$ cat config.mk
export PLATFORM = sky130hd
export DESIGN_NAME = vns_front
export DESIGN_NICKNAME = d
export VERILOG_FILES = /design/src/rtl/vns_pkg.sv /design/src/rtl/vns_front.sv
export SDC_FILE = /design/constraint.sdc
export NUM_CORES = 1
export LEC_CHECK = 0
export ABC_AREA = 1
export BUFFER_PORTS_ARGS = -buffer_cell sky130_fd_sc_hd__buf_2
export CORE_UTILIZATION = 44
export DETAILED_ROUTE_END_ITERATION = 6
export GPL_ROUTABILITY_DRIVEN = 0
export PLACE_DENSITY = 0.68
export SYNTH_ARGS = -nofsm -noshare
export SYNTH_HDL_FRONTEND = slang
export SYNTH_SLANG_ARGS = --single-unit
$ cat constraint.sdc
create_clock -name clk -period 13.8 [get_ports clk]
set_input_delay 1.38 -clock clk [delete_from_list [all_inputs] [get_ports clk]]
set_output_delay 1.38 -clock clk [all_outputs]
set_load 0.005 [all_outputs]
$ cat src/rtl/vns_pkg.sv
// ----------------------------------------------------------------------------
// vns_pkg
// Shared widths, transaction types and state encodings of the interface-normal
// stencil.
// ----------------------------------------------------------------------------
package vns_pkg;

  localparam int MAX_DIM     = 64;
  localparam int SAMPLE_BITS = 16;
  localparam int DIM_W       = 7;   // size registers
  localparam int POS_W       = 6;   // raster position and cell index
  localparam int XY_W        = 13;  // plane size up to MAX_DIM * MAX_DIM
  localparam int HIST_AW     = 14;  // history ring address
  localparam int GRAD_W      = 22;  // signed weighted gradient sum
  localparam int MAG_W       = 30;  // normalized magnitude
  localparam int ROOT_W      = 32;  // square root result
  localparam int QUO_W       = 18;  // division quotient
  localparam int NUM_W       = 47;  // division numerator
  localparam int OUT_W       = 16;
  localparam int Q_AW        = 2;   // job queue depth 4
  localparam int AHEAD_BIT   = 12;  // front may lead the oldest job by 4096 samples

  typedef enum logic [1:0] {
    REG_SIZE_X = 2'd0,
    REG_SIZE_Y = 2'd1,
    REG_SIZE_Z = 2'd2
  } cfg_reg_t;

  typedef struct packed {
    logic [DIM_W-1:0] x;
    logic [DIM_W-1:0] y;
    logic [DIM_W-1:0] z;
  } sizes_t;

  typedef struct packed {
    logic                   en;
    logic [HIST_AW-1:0]     addr;
    logic [SAMPLE_BITS-1:0] data;
  } hist_wr_t;

  typedef struct packed {
    logic [HIST_AW-1:0] waddr;
    logic [DIM_W-1:0]   size_x;
    logic [XY_W-1:0]    size_xy;
    logic [POS_W-1:0]   cx;
    logic [POS_W-1:0]   cy;
    logic [POS_W-1:0]   cz;
    logic               last;
  } job_t;

  typedef struct packed {
    logic signed [GRAD_W-1:0] gx;
    logic signed [GRAD_W-1:0] gy;
    logic signed [GRAD_W-1:0] gz;
    logic [POS_W-1:0]         cx;
    logic [POS_W-1:0]         cy;
    logic [POS_W-1:0]         cz;
    logic                     last;
  } grad_t;

  typedef enum logic [1:0] {
    B_IDLE,
    B_TAP,
    B_DRAIN,
    B_HAND
  } back_state_t;

  typedef enum logic [2:0] {
    N_IDLE,
    N_SHIFT,
    N_SQ,
    N_ROOT,
    N_DLOAD,
    N_DIV,
    N_DSAT,
    N_FIN
  } norm_state_t;

  function automatic logic [DIM_W-1:0] clamp_size(input logic [DIM_W-1:0] v);
    logic [DIM_W-1:0] r;
    r = v;
    if (v < DIM_W'(3)) r = DIM_W'(3);
    else if (v > DIM_W'(MAX_DIM)) r = DIM_W'(MAX_DIM);
    return r;
  endfunction

endpackage

$ cat src/rtl/vns_front.sv
// ----------------------------------------------------------------------------
// vns_front
// Accepts samples, writes the history ring, tracks the raster position and
// queues a job for every cell whose neighborhood is complete.
// ----------------------------------------------------------------------------
module vns_front import vns_pkg::*; (
  input  logic                   clk,
  input  logic                   rst,
  input  sizes_t                 sizes,
  input  logic                   in_valid,
  output logic                   in_ready,
  input  logic [SAMPLE_BITS-1:0] fraction,
  output hist_wr_t               hist_wr,
  output logic                   push,
  output job_t                   push_job,
  input  logic                   q_full,
  input  logic                   inflight,
  input  logic [HIST_AW-1:0]     oldest_waddr
);

  logic [DIM_W-1:0]     size_x, size_y, size_z;
  logic [2*DIM_W-1:0]   prod_xy;
  logic [POS_W-1:0]     pos_x, pos_y, pos_z;
  logic [POS_W-1:0]     pos_x_next, pos_y_next, pos_z_next;
  logic [HIST_AW-1:0]   wptr;
  logic [HIST_AW-1:0]   ahead;
  logic [DIM_W-1:0]     ex, ey, ez;
  logic [DIM_W-1:0]     inc_x, inc_y, inc_z;
  logic                 accept, emit;

  assign size_x  = clamp_size(sizes.x);
  assign size_y  = clamp_size(sizes.y);
  assign size_z  = clamp_size(sizes.z);
  assign prod_xy = size_x * size_y;

  assign ex = {1'b0, pos_x};
  assign ey = {1'b0, pos_y};
  assign ez = {1'b0, pos_z};

  // keep the oldest pending job's taps from being overwritten
  assign ahead    = wptr - oldest_waddr;
  assign in_ready = !q_full && !(inflight && (ahead[HIST_AW-1:AHEAD_BIT] != '0));
  assign accept   = in_valid && in_ready;

  assign emit = (pos_x >= POS_W'(2)) && (pos_y >= POS_W'(2)) && (pos_z >= POS_W'(2)) &&
                (ex < size_x) && (ey < size_y) && (ez < size_z);

  assign hist_wr.en   = accept;
  assign hist_wr.addr = wptr;
  assign hist_wr.data = fraction;

  assign push              = accept && emit;
  assign push_job.waddr    = wptr;
  assign push_job.size_x   = size_x;
  assign push_job.size_xy  = prod_xy[XY_W-1:0];
  assign push_job.cx       = pos_x - POS_W'(1);
  assign push_job.cy       = pos_y - POS_W'(1);
  assign push_job.cz       = pos_z - POS_W'(1);
  assign push_job.last     = (ex == size_x - DIM_W'(1)) && (ey == size_y - DIM_W'(1)) &&
                             (ez == size_z - DIM_W'(1));

  assign inc_x = ex + DIM_W'(1);
  assign inc_y = ey + DIM_W'(1);
  assign inc_z = ez + DIM_W'(1);

  always_comb begin
    pos_x_next = pos_x;
    pos_y_next = pos_y;
    pos_z_next = pos_z;
    if (inc_x >= size_x) begin
      pos_x_next = '0;
      if (inc_y >= size_y) begin
        pos_y_next = '0;
        if (inc_z >= size_z) pos_z_next = '0;
        else pos_z_next = inc_z[POS_W-1:0];
      end else begin
        pos_y_next = inc_y[POS_W-1:0];
      end
    end else begin
      pos_x_next = inc_x[POS_W-1:0];
    end
  end

  always_ff @(posedge clk) begin
    if (rst) begin
      pos_x <= '0;
      pos_y <= '0;
      pos_z <= '0;
      wptr  <= '0;
    end else if (accept) begin
      pos_x <= pos_x_next;
      pos_y <= pos_y_next;
      pos_z <= pos_z_next;
      wptr  <= wptr + HIST_AW'(1);
    end
  end

endmodule

==> flow_summary.ini <==
[cts]
cts_made_buffers = 5
cts_resized = 0
ctsHtreeMaxLevel = 2
cts_tree = built
cts.hold.buffers_added = 0
clk_pin_slew_ns = 0.05
clock_latency_ns = 0.28
cts_setup_buffers = 0
clkSinkCount = 32
cts_root_buf = clkbuf_16
clockBufferDepth = 2

[setup_path]
r2r_cells = 13
regToRegStartpoint = pos_x[3]$_SDFFE_PP0P_
worstSetupPathType = primary input to output port
cp-start-kind = primary input
arrival_ns = 6.03
timing.rr.end = pos_y[2]$_SDFFE_PP0P_
reg2reg_slack_ns = 11.12
end_kind = output port
path_max_fanout = 14
crit_required_ns = 12.42

[routing]
routedWlPerCell_um = 13.0
vias = 5566
drcViolationCount = 0
wirelength_um = 14600
firstDrtPassIters = 5
vias_per_cell = 4.98
ant_nets = 0
drt-initial-drc-count = 265

[layout]
final_common_cell = nand2_1
diodes = 0
fin_nets = 1117
syn2layout_area_growth_pct = 10.6
final_cell_mix = nand2_1 (186), inv_1 (136), nor2_1 (112), buf_2 (109), ha_1 (93)
fin_cells = 1118
drive_gt1_frac = 0.143
fillers = 1369

[sta]
finalMaxSlewViolations = 0
finalSetupViolCount = 0
timing.slew.headroom = 0.533
fin_worst_skew_ns = 0.00658
fin_crit_sh = 0.537
finalHoldViolCount = 0
timing.fmax_mhz = 135
worst-slew-pin-transition_ns = 0.701
grt_setup_unrepaired = false
final.setup.tns_ns = 0
layout_setup_ws_ns = 6.39
finalCriticalPeriod_ns = 7.41

[yosys]
syn_area_per_cell_um2 = 6.62
syn_area_um2 = 5780
syn_nets = 1046
syn_inst = 874
yosysWarnings = 0
synth_area_leader_cell = ha_1
synth_edf_count = 0
synthTopCellsByArea = ha_1 (20%), nand2_1 (12%), dfxtp_1 (11%)
ys_types = 44
ys_seq_area_frac = 0.111
async_reset_ff_frac = 0
synth-seq-cells = 32
dominantRegCellSynth = dfxtp_1
synth_top_area_share = 0.201

[worst_hold_path]
hold_depth = 2
hp-start = wptr[13]$_SDFFE_PP0P_
worstHoldEndpoint = wptr[13]$_SDFFE_PP0P_
hp-class = flop to flop

[pwr]
power_density_nw_per_um2 = 57.0
irDropWorstVdd_mv = 0.0487
power.leakage_nw = 3.55
p_total_mw = 0.364

[place]
portBuffers = 109
pre_cts_ws_ns = 6.38
dp_cells = 1110
dp_hpwl_um = 12100

[global_routing]
grtUsageMet3 = 0.0285
grt_max_degree = 27
grt_pass1_wl_um = 23800
antenna_found_initial = 0
grt_use_total = 0.218
grt_pass1_vias = 4975
grt-busiest-layer = met2
grt_overflow = 0
grt.met1_usage = 0.302
met2_usage = 0.366

[die]
start_util = 0.455
ioPinCount = 142
die_x_um = 117
num_rows = 41
dieArea_um2 = 13600
core_um2 = 12700
die_h_um = 117

[run_status]
outcome = finished clean

[flow_run]
maxCapViolCount = 0
area by class of cell:
class                      instances  area (µm²)  share of cell area
clock inverter                     2        35.0             0.00547
tap                              172         215              0.0336
timing repair buffer             109         546              0.0852
clock buffer                       6         129              0.0201
multi-input combinational        658        4310               0.674
sequential                        32         641               0.100
inverter                         139         524              0.0819
critical path, cell delays in order:
cell and delay [ns]:
buf_2 0.17, inv_2 0.24, nand2_1 0.27, inv_1 0.16, nand2_1 0.08, fa_1 0.52
fa_1 0.55, inv_1 0.05, fa_1 0.52, inv_1 0.05, fa_1 0.52, inv_1 0.04
ha_1 0.37, nand3_1 0.11, nand2_1 0.05, a21oi_1 0.20, o21ai_0 0.16, a21oi_1 0.15
nor2_1 0.05, nor2_1 0.11, xor2_1 0.14, buf_2 0.12
worst max path at each step:
stage               depth (start not counted)  slack [ns]            to  startpoint
finish                                     22        6.39  push_job[31]   sizes[20]
detailed placement                         22        6.38  push_job[31]   sizes[20]
global route                               22        6.09  push_job[31]   sizes[20]
CTS                                        22        6.37  push_job[31]   sizes[20]
floorplan                                  21        6.99  push_job[31]   sizes[20]
global placement                           22        6.50  push_job[31]   sizes[20]
state kept, by name, indices dropped and copies added (netlist names):
register  count
pos_x         6
pos_y         6
wptr         14
pos_z         6
cell usage after synthesis (3+ instances only):
| cell | count |
|---|---|
| nor2_1 | 112 |
| nand4_1 | 12 |
| buf_2 | 3 |
| o2111ai_1 | 3 |
| a21oi_1 | 46 |
| o21a_1 | 3 |
| nand2_1 | 186 |
| clkbuf_1 | 7 |
| nor3_1 | 20 |
| fa_1 | 23 |
| inv_1 | 136 |
| dfxtp_1 | 32 |
| o21bai_1 | 5 |
| xnor2_1 | 9 |
| buf_4 | 32 |
| nand2_2 | 6 |
| xor2_1 | 46 |
| nand3_1 | 39 |
| ha_1 | 93 |
| o21ai_0 | 29 |
metal layers:
layer	share of wire	wire, µm	up-vias
met4	0.012	170	0
met5	0	0	-
met3	0.053	776	16
met1	0.48	6960	2495
met2	0.46	6680	156
li1	-	-	2899
logic make-up after synthesis:
logic type               Yosys count  share of synthesized area
AND/OR/NAND/NOR                  388                      0.285
AO/OA/AOI/OAI                     99                     0.0958
adder cells (fa/ha/maj)          116                      0.281
XOR/XNOR                          55                     0.0833
buffers and inverters            184                      0.144
flip-flops                        32                      0.111
power breakdown:
group | leakage (nW) | total (mW) | switching (mW) | internal [mW]
logic | 3.21 | 0.141 | 0.0854 | 0.0559
registers | 0.259 | 0.0991 | 0.00442 | 0.0947
clock network | 0.0808 | 0.124 | 0.0393 | 0.0848
total | 3.55 | 0.364 | 0.129 | 0.235
metrics by stage:
step	utilization	hold WS (ns)	instance area, µm²
after floorplan	-	0.485	5780
after CTS	0.503	0.537	6400
after global placement	0.490	0.522	6240
final	0.503	0.535	6400
after detailed placement	0.490	0.523	6240
after global routing	0.503	0.559	6400
(Power assumes the default switching activity.)
