`src/rtl/vns_pkg.sv`:
```
// ----------------------------------------------------------------------------
// vns_pkg
// Shared widths, transaction types and state encodings of the interface-normal
// stencil.
// ----------------------------------------------------------------------------
package vns_pkg;

  localparam int MAX_DIM     = 64;
  localparam int SAMPLE_BITS = 16;
  localparam int DIM_W       = 7;   // size registers
  localparam int POS_W       = 6;   // raster position and cell index
  localparam int XY_W        = 13;  // plane size up to MAX_DIM * MAX_DIM
  localparam int HIST_AW     = 14;  // history ring address
  localparam int GRAD_W      = 22;  // signed weighted gradient sum
  localparam int MAG_W       = 30;  // normalized magnitude
  localparam int ROOT_W      = 32;  // square root result
  localparam int QUO_W       = 18;  // division quotient
  localparam int NUM_W       = 47;  // division numerator
  localparam int OUT_W       = 16;
  localparam int Q_AW        = 2;   // job queue depth 4
  localparam int AHEAD_BIT   = 12;  // front may lead the oldest job by 4096 samples

  typedef enum logic [1:0] {
    REG_SIZE_X = 2'd0,
    REG_SIZE_Y = 2'd1,
    REG_SIZE_Z = 2'd2
  } cfg_reg_t;

  typedef struct packed {
    logic [DIM_W-1:0] x;
    logic [DIM_W-1:0] y;
    logic [DIM_W-1:0] z;
  } sizes_t;

  typedef struct packed {
    logic                   en;
    logic [HIST_AW-1:0]     addr;
    logic [SAMPLE_BITS-1:0] data;
  } hist_wr_t;

  typedef struct packed {
    logic [HIST_AW-1:0] waddr;
    logic [DIM_W-1:0]   size_x;
    logic [XY_W-1:0]    size_xy;
    logic [POS_W-1:0]   cx;
    logic [POS_W-1:0]   cy;
    logic [POS_W-1:0]   cz;
    logic               last;
  } job_t;

  typedef struct packed {
    logic signed [GRAD_W-1:0] gx;
    logic signed [GRAD_W-1:0] gy;
    logic signed [GRAD_W-1:0] gz;
    logic [POS_W-1:0]         cx;
    logic [POS_W-1:0]         cy;
    logic [POS_W-1:0]         cz;
    logic                     last;
  } grad_t;

  typedef enum logic [1:0] {
    B_IDLE,
    B_TAP,
    B_DRAIN,
    B_HAND
  } back_state_t;

  typedef enum logic [2:0] {
    N_IDLE,
    N_SHIFT,
    N_SQ,
    N_ROOT,
    N_DLOAD,
    N_DIV,
    N_DSAT,
    N_FIN
  } norm_state_t;

  function automatic logic [DIM_W-1:0] clamp_size(input logic [DIM_W-1:0] v);
    logic [DIM_W-1:0] r;
    r = v;
    if (v < DIM_W'(3)) r = DIM_W'(3);
    else if (v > DIM_W'(MAX_DIM)) r = DIM_W'(MAX_DIM);
    return r;
  endfunction

endpackage

```
`src/rtl/vns_fifo.sv`:
```
// ----------------------------------------------------------------------------
// vns_fifo
// Short job queue between the front and the gradient engine.
// ----------------------------------------------------------------------------
module vns_fifo import vns_pkg::*; (
  input  logic clk,
  input  logic rst,
  input  logic push,
  input  job_t push_job,
  output logic full,
  input  logic pop,
  output job_t head,
  output logic empty
);

  job_t            slots [2**Q_AW];
  logic [Q_AW-1:0] rd_ptr, wr_ptr;
  logic [Q_AW:0]   count;

  assign full  = (count == (Q_AW+1)'(2**Q_AW));
  assign empty = (count == '0);
  assign head  = slots[rd_ptr];

  always_ff @(posedge clk) begin
    if (push) slots[wr_ptr] <= push_job;
  end

  always_ff @(posedge clk) begin
    if (rst) begin
      rd_ptr <= '0;
      wr_ptr <= '0;
      count  <= '0;
    end else begin
      if (push) wr_ptr <= wr_ptr + Q_AW'(1);
      if (pop) rd_ptr <= rd_ptr + Q_AW'(1);
      if (push && !pop) count <= count + (Q_AW+1)'(1);
      else if (pop && !push) count <= count - (Q_AW+1)'(1);
    end
  end

endmodule

```
`config.mk`:
```
export PLATFORM = sky130hd
export DESIGN_NAME = vns_fifo
export DESIGN_NICKNAME = d
export VERILOG_FILES = /design/src/rtl/vns_pkg.sv /design/src/rtl/vns_fifo.sv
export SDC_FILE = /design/constraint.sdc
export NUM_CORES = 1
export LEC_CHECK = 0
export BUFFER_PORTS_ARGS = -buffer_cell sky130_fd_sc_hd__buf_2
export CAP_MARGIN = 20
export CORE_MARGIN = 4
export CORE_UTILIZATION = 25
export CTS_CLUSTER_DIAMETER = 120
export DETAILED_ROUTE_END_ITERATION = 16
export PLACE_DENSITY = 0.43
export SLEW_MARGIN = 20
export SYNTH_ARGS = -nofsm -noshare
export SYNTH_HDL_FRONTEND = slang
export SYNTH_SLANG_ARGS = --single-unit
```
`constraint.sdc`:
```
create_clock -name clk -period 5.25 [get_ports clk]
set_clock_uncertainty 0.1 [all_clocks]
set_input_delay 0 -clock clk [delete_from_list [all_inputs] [get_ports clk]]
set_output_delay 0 -clock clk [all_outputs]
set_load 0.02 [all_outputs]
```
==> flow_summary.ini, run 1 <==
[synth]
ys_types = 22
synth_warnings = 0
synth_cells = 321
synth_compound_area_frac = 0.00123
yosysTopAreaCellShare = 0.782
postSynthNetCount = 384
netlist_area_mm2 = 0.00814
synth_top_family_by_area = multiplexers
ys_seq_elements = 221
synth_mux_area_frac = 0.150
yosys.area.top_type = edfxtp_1
synthXorXnorAreaFrac = 0.00538
seq_area_frac_synth = 0.804
syn_avg_cell_area_um2 = 25.4
synth_fa_ha_area_frac = 0.0101
yosys-top-cells-area = edfxtp_1, mux4_2, dfxtp_1
synth_simple_gate_area_share = 0.00907

[clocking]
tritoncts = done
cts.repair.resized = 0
root_buffer = clkbuf_16
clock-sinks = 221
cts_buffers = 25
clkSlewWorstSetupHoldPaths_ns = 0.06
worstSkewPairLatency_ns = 0.51
cts_htree_levels = 1
cts_buffer_depth = 3

[worst_hold_path]
hold_path.class = input port to flip-flop
timing.hold.worst_path_depth = 2

[grt]
met1_usage = 0.121
grt_pass1_wl_mm = 25.4
antenna_found_initial = 2
grt_use_total = 0.0921
grt_max_degree = 54
met3_usage = 0.0276
use_met2 = 0.152
gr-total-overflow = 0
busiest_layer = met2
first_global_vias = 4257

[placed_design]
gp_congestion = 0.616
port_buffers = 111
dp_hpwl_mm = 9.11
dpl.cell_count = 855

[outcome]
outcome = finished clean

[sta]
finalHoldViolations = 0
period_share = 0.530
period_minus_slack_ns = 2.78
max_slew_margin = 0.371
max_freq_ghz = 0.360
rsz0062_at_grt = false
setup_violations = 0
worst_slew_pin_slew_ns = 0.943
hold_ws_ns = 0.134
slew_violations = 0
totalNegativeSetupSlack_ns = 0

[final_layout]
nets = 567
utilization = 0.330
final_common_cell = edfxtp_1
final_cells = 959
mostFrequentLayoutCells = edfxtp_1, buf_2, dlygate4sd3_1
area_delta_synth_final_pct = 29.1
drive_gt1_frac = 0.395

[pwr]
total_power_mw = 4.21
vdd_drop_max_mv = 0.180
p_per_area_mw_per_mm2 = 401
leakage_nw = 3.52

[drt]
avgViaCountPerCell = 4.03
route.detailed.drc = 0
wl_mm = 16.6
drt_iter0_markers = 214
wl_per_cell_um = 17.3
num_vias = 3869
first_pass_iters = 6
detail-route-antenna-nets = 0

[floorplanning]
die_w_um = 188
die_height_um = 188
io_pins = 112
num_rows = 65
fp.coreArea_mm2 = 0.0318
dieArea_mm2 = 0.0355
start_util = 0.256

[worst_setup_path]
crit_chain = buf_4, mux4_2, buf_2
crit_fanout = 31
crit_type = flip-flop to output port
rr_worst_depth = 2
slowest_delay_ns = 0.68
path_delay_family = buffers and inverters
cp_num_cells = 3
crit_buf_inv = 2
crit_slowest_cell = dfxtp_4
critPathLaunchType = flip-flop
arrival_ns = 2.68
cp-end-kind = output port
cp.required_ns = 5.15

[job]
cap_violations = 0
layer usage:
layer | vias up | part of all wire | routed length [um]
li1 | 1733 | - | -
met1 | 2013 | 0.44 | 7320
met2 | 99 | 0.48 | 8010
met3 | 24 | 0.062 | 1020
met4 | 0 | 0.015 | 248
met5 | - | 0 | 0
cell families after synthesis:
family / after synthesis
AOI/OAI and AO/OA: 2
buffers and inverters: 17
muxes: 55
adders and majority gates: 6
and+or+nand+nor: 15
xor gates and xnor gates: 5
DFF: 221
final timing paths:
check,from,endpoint,slack (ns)
worst max register to register,wr_ptr[0],slots[1][22],3.39
worst max-delay path,flip-flop,head[27],2.47
worst min-delay path,push_job[32],slots[3][32],0.13
worst min register to register,rd_ptr[1],rd_ptr[1],0.44
registers in the layout (all words and copies together), names as in the netlist, named ones only:
register  count
slots       212
count         3
rd_ptr        2
wr_ptr        2
power by group:
group | switching, mW | internal, mW
Sequential | 0.0478 | 2.03
Combinational | 0.242 | 0.195
Clock | 0.681 | 1.02
Total | 0.971 | 3.24
synthesized netlist by cell type:
library cell  number
and2_1             4
ha_1               5
inv_1              4
mux2i_1            2
clkbuf_1           2
buf_12             5
mux4_2            50
edfxtp_1         212
nand2_1            1
buf_6              1
mux4_1             3
xnor2_1            2
a21oi_1            1
xor2_1             3
buf_2              5
o21ai_0            1
dfxtp_1            9
or3_1              1
nor3_1             1
nor3b_1            1
fa_1               1
nor2_1             7
worst reg2reg max path, cell delays in order, from the launching register on:
cell and delay [ns]:
dfxtp_1 0.40, ha_1 0.18, and2_4 0.77
per-stage QoR:
step                cell area (um2)  setup slack, ns
global placement               9120             2.86
floorplan                      8140             2.93
CTS                           10500             2.29
detailed placement             9120             2.86
finish                        10500             2.47
global route                  10500             2.17
layout make-up:
type,instances,area [um2]
antenna,2,5.00
tap,435,544
multi-input combinational,83,1450
fill,3039,21300
clock buffer,26,629
sequential,221,6550
inverter,4,15.0
clock inverter,19,180
timing repair buffer,169,1130
timing repair:
item | CTS | global route
hold buffers | 57 | 0
endpoints found under the hold margin | 221 | 0
buffers inserted | 0 | 0
(Power assumes the default switching activity.)
==> run 2: changes to the inputs <==
Clock period 5.25 ns to 2.6 ns, I/O delays scaled along.
==> flow_summary.ini, run 2 (synthesis results as in run 1) <==
[outcome]
outcome = finished clean

[drt]
detail-route-antenna-nets = 0
avgViaCountPerCell = 4.01
drt_iter0_markers = 161
wl_per_cell_um = 17.8
first_pass_iters = 5
route.detailed.drc = 0
num_vias = 3896
wl_mm = 17.3

[final_layout]
top_register = slots
nets = 578
mostFrequentLayoutCells = edfxtp_1, buf_2, dlygate4sd3_1
area_delta_synth_final_pct = 32.3
final_cells = 971
largest_registers = slots x212, count x3
largest_reg_flops = 212
final_common_cell = edfxtp_1
utilization = 0.339
fillers = 2958
drive_gt1_frac = 0.406

[floorplanning]
fp.coreArea_mm2 = 0.0318
num_rows = 65
io_pins = 112
dieArea_mm2 = 0.0355
start_util = 0.256
die_height_um = 188
die_w_um = 188

[worst_hold_path]
hold_path.class = input port to flip-flop

[sta]
max_freq_ghz = 0.446
finalHoldViolations = 0
slew_violations = 0
max_slew_margin = 0.642
rsz0062_at_grt = false
period_minus_slack_ns = 2.24
setup_violations = 0
period_share = 0.862
totalNegativeSetupSlack_ns = 0
worst_slew_pin_slew_ns = 0.537

[placed_design]
dpl.cell_count = 865
port_buffers = 111
gp_congestion = 0.662
dp_hpwl_mm = 10.5

[clocking]
clock-sinks = 221
clkSlewWorstSetupHoldPaths_ns = 0.06
root_buffer = clkbuf_16
postCtsSetupRepairBufs = 0
tritoncts = done
cts_buffer_depth = 3
worstSkewPairLatency_ns = 0.51
cts_htree_levels = 1
cts_buffers = 26

[job]
cap_violations = 0

[grt]
gr-total-overflow = 0
antenna_found_initial = 2
grt_max_degree = 30
grt_use_total = 0.0968
grt_pass1_wl_mm = 26.5
first_global_vias = 4444

[worst_setup_path]
crit_fanout = 21
cp-endpoint = head[48]
rr_worst_depth = 4
arrival_ns = 2.14
worstReg2RegEnd = slots[0][29]
critPathLaunchType = flip-flop
r2r_start = wr_ptr[0]
rrSetupSlack_ns = 0.85
cp.required_ns = 2.50
crit_type = flip-flop to output port
cp-end-kind = output port

[pwr]
p_per_area_mw_per_mm2 = 824
total_power_mw = 8.87
leakage_nw = 3.63
vdd_drop_max_mv = 0.383
==> run 2: worst min path at each step <==
stage	start	cells after the start	slack, ns	endpoint
finish	push_job[33]	2	0.13	slots[3][33]
detailed placement	push_job[33]	1	0.12	slots[3][33]
floorplan	push_job[0]	0	-0.001	slots[0][0]
global placement	push_job[51]	1	0.11	slots[1][51]
global route	push_job[15]	2	0.14	slots[2][15]
CTS	push_job[33]	2	0.11	slots[3][33]
==> run 2: timing repair <==
item	CTS	global route
hold buffers	57	0
gates resized for setup	0	0
hold endpoints to repair	221	0
==> run 2: layout make-up <==
cell class	instances	area (um2)	area share
clock inverters	16	216	0.0201
flip-flops and latches	221	6550	0.609
clock buffers	32	694	0.0645
inverters	4	15.0	0.00139
repair buffers	179	1300	0.120
diodes	1	2.50	0.000232
well taps	435	544	0.0505
multi-input cells	83	1450	0.134
==> run 2: layer usage <==
| layer | share of wire | track usage | up-vias |
|---|---|---|---|
| met5 | 0.00075 | 0 | - |
| met4 | 0.021 | 0.0255 | 2 |
| met3 | 0.071 | 0.0289 | 36 |
| met2 | 0.50 | 0.167 | 111 |
| met1 | 0.41 | 0.119 | 1999 |
| li1 | - | - | 1748 |
==> run 2: critical path, cell delays in order (launching register included) <==
cell and delay (ns):
dfxtp_4 0.57, buf_12 0.27, mux4_1 0.59, buf_2 0.18
==> run 2: stage by stage <==
| stage | setup WS [ns] | instance area (um2) | hold WS (ns) |
|---|---|---|---|
| CTS | 0.248 | 10800 | 0.113 |
| detailed placement | 0.816 | 9280 | 0.117 |
| global route | 0.197 | 10800 | 0.140 |
| finish | 0.360 | 10800 | 0.134 |
| floorplan | 0.282 | 8140 | -0.00113 |
| global placement | 0.830 | 9280 | 0.109 |
==> run 2: where the power goes <==
group / leakage (nW) / total, mW / internal, mW / switching [mW]
registers: 2.02 / 4.17 / 4.09 / 0.0786
logic: 1.19 / 0.941 / 0.426 / 0.516
clock network: 0.424 / 3.77 / 2.39 / 1.38
