**src/rtl/vns_pkg.sv**
```systemverilog
// ----------------------------------------------------------------------------
// vns_pkg
// Shared widths, transaction types and state encodings of the interface-normal
// stencil.
// ----------------------------------------------------------------------------
package vns_pkg;

  localparam int MAX_DIM     = 64;
  localparam int SAMPLE_BITS = 16;
  localparam int DIM_W       = 7;   // size registers
  localparam int POS_W       = 6;   // raster position and cell index
  localparam int XY_W        = 13;  // plane size up to MAX_DIM * MAX_DIM
  localparam int HIST_AW     = 14;  // history ring address
  localparam int GRAD_W      = 22;  // signed weighted gradient sum
  localparam int MAG_W       = 30;  // normalized magnitude
  localparam int ROOT_W      = 32;  // square root result
  localparam int QUO_W       = 18;  // division quotient
  localparam int NUM_W       = 47;  // division numerator
  localparam int OUT_W       = 16;
  localparam int Q_AW        = 2;   // job queue depth 4
  localparam int AHEAD_BIT   = 12;  // front may lead the oldest job by 4096 samples

  typedef enum logic [1:0] {
    REG_SIZE_X = 2'd0,
    REG_SIZE_Y = 2'd1,
    REG_SIZE_Z = 2'd2
  } cfg_reg_t;

  typedef struct packed {
    logic [DIM_W-1:0] x;
    logic [DIM_W-1:0] y;
    logic [DIM_W-1:0] z;
  } sizes_t;

  typedef struct packed {
    logic                   en;
    logic [HIST_AW-1:0]     addr;
    logic [SAMPLE_BITS-1:0] data;
  } hist_wr_t;

  typedef struct packed {
    logic [HIST_AW-1:0] waddr;
    logic [DIM_W-1:0]   size_x;
    logic [XY_W-1:0]    size_xy;
    logic [POS_W-1:0]   cx;
    logic [POS_W-1:0]   cy;
    logic [POS_W-1:0]   cz;
    logic               last;
  } job_t;

  typedef struct packed {
    logic signed [GRAD_W-1:0] gx;
    logic signed [GRAD_W-1:0] gy;
    logic signed [GRAD_W-1:0] gz;
    logic [POS_W-1:0]         cx;
    logic [POS_W-1:0]         cy;
    logic [POS_W-1:0]         cz;
    logic                     last;
  } grad_t;

  typedef enum logic [1:0] {
    B_IDLE,
    B_TAP,
    B_DRAIN,
    B_HAND
  } back_state_t;

  typedef enum logic [2:0] {
    N_IDLE,
    N_SHIFT,
    N_SQ,
    N_ROOT,
    N_DLOAD,
    N_DIV,
    N_DSAT,
    N_FIN
  } norm_state_t;

  function automatic logic [DIM_W-1:0] clamp_size(input logic [DIM_W-1:0] v);
    logic [DIM_W-1:0] r;
    r = v;
    if (v < DIM_W'(3)) r = DIM_W'(3);
    else if (v > DIM_W'(MAX_DIM)) r = DIM_W'(MAX_DIM);
    return r;
  endfunction

endpackage

```
**src/rtl/vns_norm.sv**
```systemverilog
// ----------------------------------------------------------------------------
// vns_norm
// Scales a nonzero gradient to unit length in Q1.15: shift search, sum of
// squares, bit-serial square root and one restoring division per component.
// ----------------------------------------------------------------------------
module vns_norm import vns_pkg::*; (
  input  logic                    clk,
  input  logic                    rst,
  input  logic                    grad_valid,
  input  grad_t                   grad,
  output logic                    grad_ready,
  output logic                    out_valid,
  input  logic                    out_ready,
  output logic signed [OUT_W-1:0] normal_x,
  output logic signed [OUT_W-1:0] normal_y,
  output logic signed [OUT_W-1:0] normal_z,
  output logic [POS_W-1:0]        cell_x,
  output logic [POS_W-1:0]        cell_y,
  output logic [POS_W-1:0]        cell_z,
  output logic                    zero_gradient,
  output logic                    last_cell
);

  norm_state_t state, state_next;

  logic [MAG_W-1:0]   mag [3];
  logic [2:0]         neg;
  logic [POS_W-1:0]   cx, cy, cz;
  logic               last, zero;
  logic [2:0]         cnt;
  logic [1:0]         comp;
  logic [2*MAG_W-1:0] prod;
  logic [2*MAG_W+1:0] sumsq;
  logic [63:0]        rv, rres, rbit, rtry;
  logic [ROOT_W-1:0]  root;
  logic [ROOT_W-1:0]  rem;
  logic [ROOT_W:0]    rem2;
  logic [QUO_W-1:0]   lo, quo;
  logic [NUM_W-1:0]   num;
  logic [4:0]         dstep;
  logic [OUT_W-1:0]   res [3];
  logic [QUO_W-1:0]   qsat;
  logic [GRAD_W-1:0]  ax, ay, az;

  assign ax = grad.gx[GRAD_W-1] ? GRAD_W'(-grad.gx) : grad.gx;
  assign ay = grad.gy[GRAD_W-1] ? GRAD_W'(-grad.gy) : grad.gy;
  assign az = grad.gz[GRAD_W-1] ? GRAD_W'(-grad.gz) : grad.gz;

  assign rtry = rres + rbit;
  assign num  = {1'b0, mag[comp], 16'b0} + NUM_W'(root >> 1);
  assign rem2 = {rem, lo[QUO_W-1]};

  always_comb begin
    state_next = state;
    grad_ready = 1'b0;
    unique case (state)
      N_IDLE: begin
        grad_ready = 1'b1;
        if (grad_valid) begin
          if ((ax | ay | az) == '0) state_next = N_FIN;
          else state_next = N_SHIFT;
        end
      end
      N_SHIFT: begin
        if (mag[0][MAG_W-1] | mag[1][MAG_W-1] | mag[2][MAG_W-1]) state_next = N_SQ;
      end
      N_SQ: if (cnt == 3'd3) state_next = N_ROOT;
      N_ROOT: if (rbit == '0) state_next = N_DLOAD;
      N_DLOAD: state_next = N_DIV;
      N_DIV: if (dstep == '0) state_next = N_DSAT;
      N_DSAT: state_next = (comp == 2'd2) ? N_FIN : N_DLOAD;
      N_FIN: if (!out_valid || out_ready) state_next = N_IDLE;
      default: state_next = N_IDLE;
    endcase
  end

  always_ff @(posedge clk) begin
    if (rst) state <= N_IDLE;
    else state <= state_next;
  end

  always_comb begin
    if (!neg[comp]) qsat = (quo > QUO_W'(32767)) ? QUO_W'(32767) : quo;
    else qsat = (quo > QUO_W'(32768)) ? QUO_W'(32768) : quo;
  end

  always_ff @(posedge clk) begin
    unique case (state)
      N_IDLE: begin
        if (grad_valid) begin
          mag[0] <= MAG_W'(ax);
          mag[1] <= MAG_W'(ay);
          mag[2] <= MAG_W'(az);
          neg    <= {grad.gz[GRAD_W-1], grad.gy[GRAD_W-1], grad.gx[GRAD_W-1]};
          cx     <= grad.cx;
          cy     <= grad.cy;
          cz     <= grad.cz;
          last   <= grad.last;
          zero   <= ((ax | ay | az) == '0);
          res[0] <= '0;
          res[1] <= '0;
          res[2] <= '0;
          cnt    <= '0;
          sumsq  <= '0;
        end
      end
      N_SHIFT: begin
        if (!(mag[0][MAG_W-1] | mag[1][MAG_W-1] | mag[2][MAG_W-1])) begin
          mag[0] <= mag[0] << 1;
          mag[1] <= mag[1] << 1;
          mag[2] <= mag[2] << 1;
        end
      end
      N_SQ: begin
        // square is registered before it is summed
        if (cnt != 3'd3) prod <= mag[cnt[1:0]] * mag[cnt[1:0]];
        if (cnt != 3'd0) sumsq <= sumsq + (2*MAG_W+2)'(prod);
        cnt <= cnt + 3'd1;
        if (cnt == 3'd3) begin
          rv   <= {sumsq + (2*MAG_W+2)'(prod), 2'b00};
          rres <= '0;
          rbit <= 64'h4000_0000_0000_0000;
        end
      end
      N_ROOT: begin
        if (rbit != '0) begin
          if (rv >= rtry) begin
            rv   <= rv - rtry;
            rres <= (rres >> 1) + rbit;
          end else begin
            rres <= rres >> 1;
          end
          rbit <= rbit >> 2;
        end else begin
          root <= rres[ROOT_W-1:0];
          comp <= '0;
        end
      end
      N_DLOAD: begin
        rem   <= ROOT_W'(num[NUM_W-1:QUO_W]);
        lo    <= num[QUO_W-1:0];
        quo   <= '0;
        dstep <= 5'(QUO_W-1);
      end
      N_DIV: begin
        if (rem2 >= {1'b0, root}) begin
          rem <= ROOT_W'(rem2 - {1'b0, root});
          quo <= {quo[QUO_W-2:0], 1'b1};
        end else begin
          rem <= rem2[ROOT_W-1:0];
          quo <= {quo[QUO_W-2:0], 1'b0};
        end
        lo    <= lo << 1;
        dstep <= dstep - 5'd1;
      end
      N_DSAT: begin
        res[comp] <= neg[comp] ? OUT_W'(QUO_W'(0) - qsat) : qsat[OUT_W-1:0];
        comp      <= comp + 2'd1;
      end
      default: ;
    endcase
  end

  always_ff @(posedge clk) begin
    if (rst) begin
      out_valid <= 1'b0;
    end else if (state == N_FIN && (!out_valid || out_ready)) begin
      out_valid <= 1'b1;
    end else if (out_ready) begin
      out_valid <= 1'b0;
    end
  end

  always_ff @(posedge clk) begin
    if (state == N_FIN && (!out_valid || out_ready)) begin
      normal_x      <= res[0];
      normal_y      <= res[1];
      normal_z      <= res[2];
      cell_x        <= cx;
      cell_y        <= cy;
      cell_z        <= cz;
      zero_gradient <= zero;
      last_cell     <= last;
    end
  end

endmodule

```
**config.mk**
```make
export PLATFORM = sky130hd
export DESIGN_NAME = vns_norm
export DESIGN_NICKNAME = d
export VERILOG_FILES = /design/src/rtl/vns_pkg.sv /design/src/rtl/vns_norm.sv
export SDC_FILE = /design/constraint.sdc
export NUM_CORES = 2
export LEC_CHECK = 0
export ABC_AREA = 1
export BUFFER_PORTS_ARGS = -buffer_cell sky130_fd_sc_hd__buf_4
export CORE_ASPECT_RATIO = 1.1
export CORE_UTILIZATION = 30
export CTS_BUF_LIST = sky130_fd_sc_hd__clkbuf_8
export CTS_CLUSTER_DIAMETER = 50
export CTS_CLUSTER_SIZE = 20
export DETAILED_ROUTE_END_ITERATION = 12
export GPL_TIMING_DRIVEN = 0
export SYNTH_ARGS = -nofsm -noshare
export SYNTH_HDL_FRONTEND = slang
export SYNTH_SLANG_ARGS = --single-unit
export TNS_END_PERCENT = 10
```
**constraint.sdc**
```tcl
create_clock -name clk -period 11.2 [get_ports clk]
set_input_delay 1.12 -clock clk [delete_from_list [all_inputs] [get_ports clk]]
set_output_delay 1.12 -clock clk [all_outputs]
set_load 0.005 [all_outputs]
```
==> impl_results.md <==
- Register bit count reported by yosys: 628
- Period utilisation layout: 0.946
- Simple-Gate Fraction of Synth Area: 0.206
- RSZ-0062 raised after global routing: no
- Seq/Total Area, Yosys: 0.262
- Maxcap violations: 3
- Startpoint types: flip-flop
- Die Ht: 514 um
- Outcome: complete, but fails checks
- Ratio of cells with drive above 1 in the final layout: 0.0452
- Max transition margin: -0.100
- Cell Area, Synth: 71600 um2
- Core area: 237000 um2
- Port bufs: 158
- Horiz. Die Dim: 468 um
- Pins Over Slew Limit: 29
- Setup Skew: 46.9 ps
- Worst Setup End Kind: flip-flop
- DP Worst Slack: 150 ps
- Non-filler cells, final: around 13000
- Crit-path max FO: 10
- Post-synthesis mux area share: 0
- DR pass1 iterations: 7
- Final setup margin: just over 600 ps
- Vias in the first global route: roughly 63000
- Met1 Use GR: 0.256
- Residual DRC count: 0
- Adder-cell area share of the yosys netlist: 0.283
- Antenna-violating nets left: 0
- Fill count: 25400
- Syn nets: roughly 10000
- Worst-Skew Late Latency: 830 ps
- Final wirelength: around 250 mm
- Gr busiest metal: met2
- Post-Syn Area per Cell: 7.80 um2
- Failing checks: max-capacitance violations, max-slew violations
- Post-synth EDFFs: 620
- Die ar.: 241000 um2
- CP dominant cell by count: fa_1
- Asr flop ratio synth: 0
- Clock buffer depth: 3
- Final TNS setup: 0 ps
- Crit path DAT: 11180 ps
- Hold Buf Count CTS: 0
- Warnings from Yosys: 0
- Met3 Use GR: 0.0259
- Cell total after placement: 12500
- Hold crit path type: flip-flop to flip-flop
- Synth Area in Compound Gates: 0.106
- Initial DRC count: 5235
- Ranking of synthesized cells by area: edfxtp_1 (26%), fa_1 (20%), inv_1 (9.8%)
- Period minus WS final: 10590 ps
- CTS root buf: clkbuf_8
- Total GRT Usage: 0.205
- Total CTS buffers: 77
- Post-synthesis xor/xnor area fraction: 0.0332
- Largest net degree at the start of global routing: 66
- Final hold vios: 0
- Initial core utilization: 0.303
- Cells after Synth: around 9200
- Initial antenna violation count: 2
- Worst-Margin Slew: 1640 ps
- Nets: ~11000
- Largest family of logic cells by synthesized area: adder cells
- Total grt overflow: 0
- Clk pin slew, worst setup/hold paths: 110 ps
- Max incr delay on CP: 1360 ps
- Placer Congestion: 0.978
- Vias per cell: 4.95
- Final HPWL DP: 205 mm
- Top cell type's share of synthesized area: 0.260
- Leading register cell type out of synthesis: edfxtp_1
- First-pass GRT wire length: between 300 and 400 mm
- CTS Sinks: 628
- Setup bufs post-CTS: 0
- H-tree Lvls: 3
- # setup viols final: 0
- Met2 Usage GRT: 0.348
- Post-synth top area cell: edfxtp_1
- WL per Instance: 19.6 um
- CP required: 11780 ps
- Library cells used by synthesis: 52
- Row count: around 190
- Vias post-DR: ~62000
- P&R area growth vs syn: 10.2%
- Critical-path top delay cell: o21ai_1
- Post-CTS Resized: 0
- IO Pins: 159
- Max Freq: about 0.094 GHz
- CTS tree: yes
- Critical path class: flip-flop to flip-flop
-- cell type report --
cell class,count,area (um2),share of cell area
antenna,5,12.5,0.000159
sequential,628,18800,0.238
clock buffer,82,1130,0.0143
buffer,184,764,0.00970
multi-input combinational,6468,45000,0.570
clock inverter,59,658,0.00835
timing repair buffer,177,1510,0.0191
inverter,1897,7120,0.0903
tap,3118,3900,0.0495
-- cell usage in the layout, fill, tap and decap left out, drive strengths merged, types with 60 or more instances in the layout --
cell | Yosys | final
a21oi | 478 | 478
xor2 | 161 | 161
o21bai | 60 | 60
nand2 | 1735 | 1735
nor2 | 1268 | 1268
buf | 57 | 234
o21ai | 587 | 587
inv | 1893 | 1923
nor3 | 82 | 82
ha | 500 | 500
fa | 698 | 698
clkbuf | 127 | 209
xnor2 | 110 | 110
o211ai | 68 | 68
edfxtp | 620 | 620
nand3 | 371 | 371
nand4 | 71 | 71
-- cells by family (layout without fill, tap and decap cells) --
family	after synthesis	after routing
AO/OA/AOI/OAI	1373	1373
XOR/XNOR	271	271
adder cells (fa/ha/maj)	1198	1198
buffers and inverters	2081	2399
flip-flops	628	628
other	0	5
AND/OR/NAND/NOR	3626	3626
-- state kept, by name (all words and copies together), names as in the netlist, 16 cells and up, named ones only --
register,count
lo,18
mag,90
normal_x,16
normal_y,16
normal_z,16
prod,59
quo,18
rbit,32
rem,32
res,48
root,32
rres,64
rv,64
sumsq,62
-- worst paths after layout --
| path | start | to | slack (ps) | cells after the start |
|---|---|---|---|---|
| setup / recovery | flip-flop | prod[51] | 610 | 29 |
| hold / removal | cz[1] | cell_z[1] | 420 | 0 |
| setup reg to reg | flip-flop | prod[51] | 610 | 29 |
| hold reg to reg | cz[1] | cell_z[1] | 420 | 0 |
-- routing by layer --
layer | vias to the layer above | routed length, um
li1 | 29700 | -
met1 | 29900 | 101000
met2 | 2279 | 118000
met3 | 595 | 16300
met4 | 0 | 12700
met5 | - | 0
-- worst max-delay path: cells and delay by family (launching register included) --
kind | cells | cell delay [ps]
buf+inv | 10 | 2010
flops | 1 | 560
fa+ha+maj | 9 | 4580
compound gates | 2 | 1490
xor+xnor | 1 | 350
simple gates | 7 | 1370
-- stage by stage --
| stage | area [um2] | hold slack, ps | utilization |
|---|---|---|---|
| floorplan | 71600 | 400 | - |
| global placement | 76700 | 400 | 0.324 |
| detailed placement | 77000 | 405 | 0.326 |
| CTS | 78800 | 398 | 0.333 |
| global route | 78800 | 424 | 0.333 |
| finish | 78800 | 419 | 0.333 |
-- Yosys cell counts, types with 4 or more instances --
| cell type | count |
|---|---|
| dfxtp_1 | 8 |
| and3_1 | 9 |
| xor2_1 | 161 |
| o21bai_1 | 60 |
| buf_6 | 4 |
| a21boi_0 | 13 |
| o2111ai_1 | 4 |
| clkbuf_1 | 127 |
| nand2_1 | 1731 |
| nand4_1 | 69 |
| or2_2 | 21 |
| nor2_1 | 1261 |
| xnor2_1 | 110 |
| nand2_2 | 4 |
| inv_2 | 18 |
| nand3b_1 | 33 |
| nor3_1 | 81 |
| buf_1 | 18 |
| o21ai_0 | 513 |
| fa_1 | 698 |
| o21a_1 | 19 |
| edfxtp_1 | 620 |
| inv_1 | 1875 |
| o211ai_1 | 67 |
| o22ai_1 | 19 |
| a221oi_1 | 10 |
| clkinv_1 | 4 |
| ha_1 | 500 |
| a31oi_1 | 53 |
| nand3_1 | 370 |
| o21ai_1 | 71 |
| o31ai_1 | 5 |
| a22oi_1 | 10 |
| buf_2 | 35 |
| nor2_2 | 7 |
| a21o_1 | 40 |
| nor4_1 | 30 |
| a21oi_1 | 478 |
Power is not shown: default switching activity piles up to over one toggle a cycle in this logic, so the estimate is an artifact.
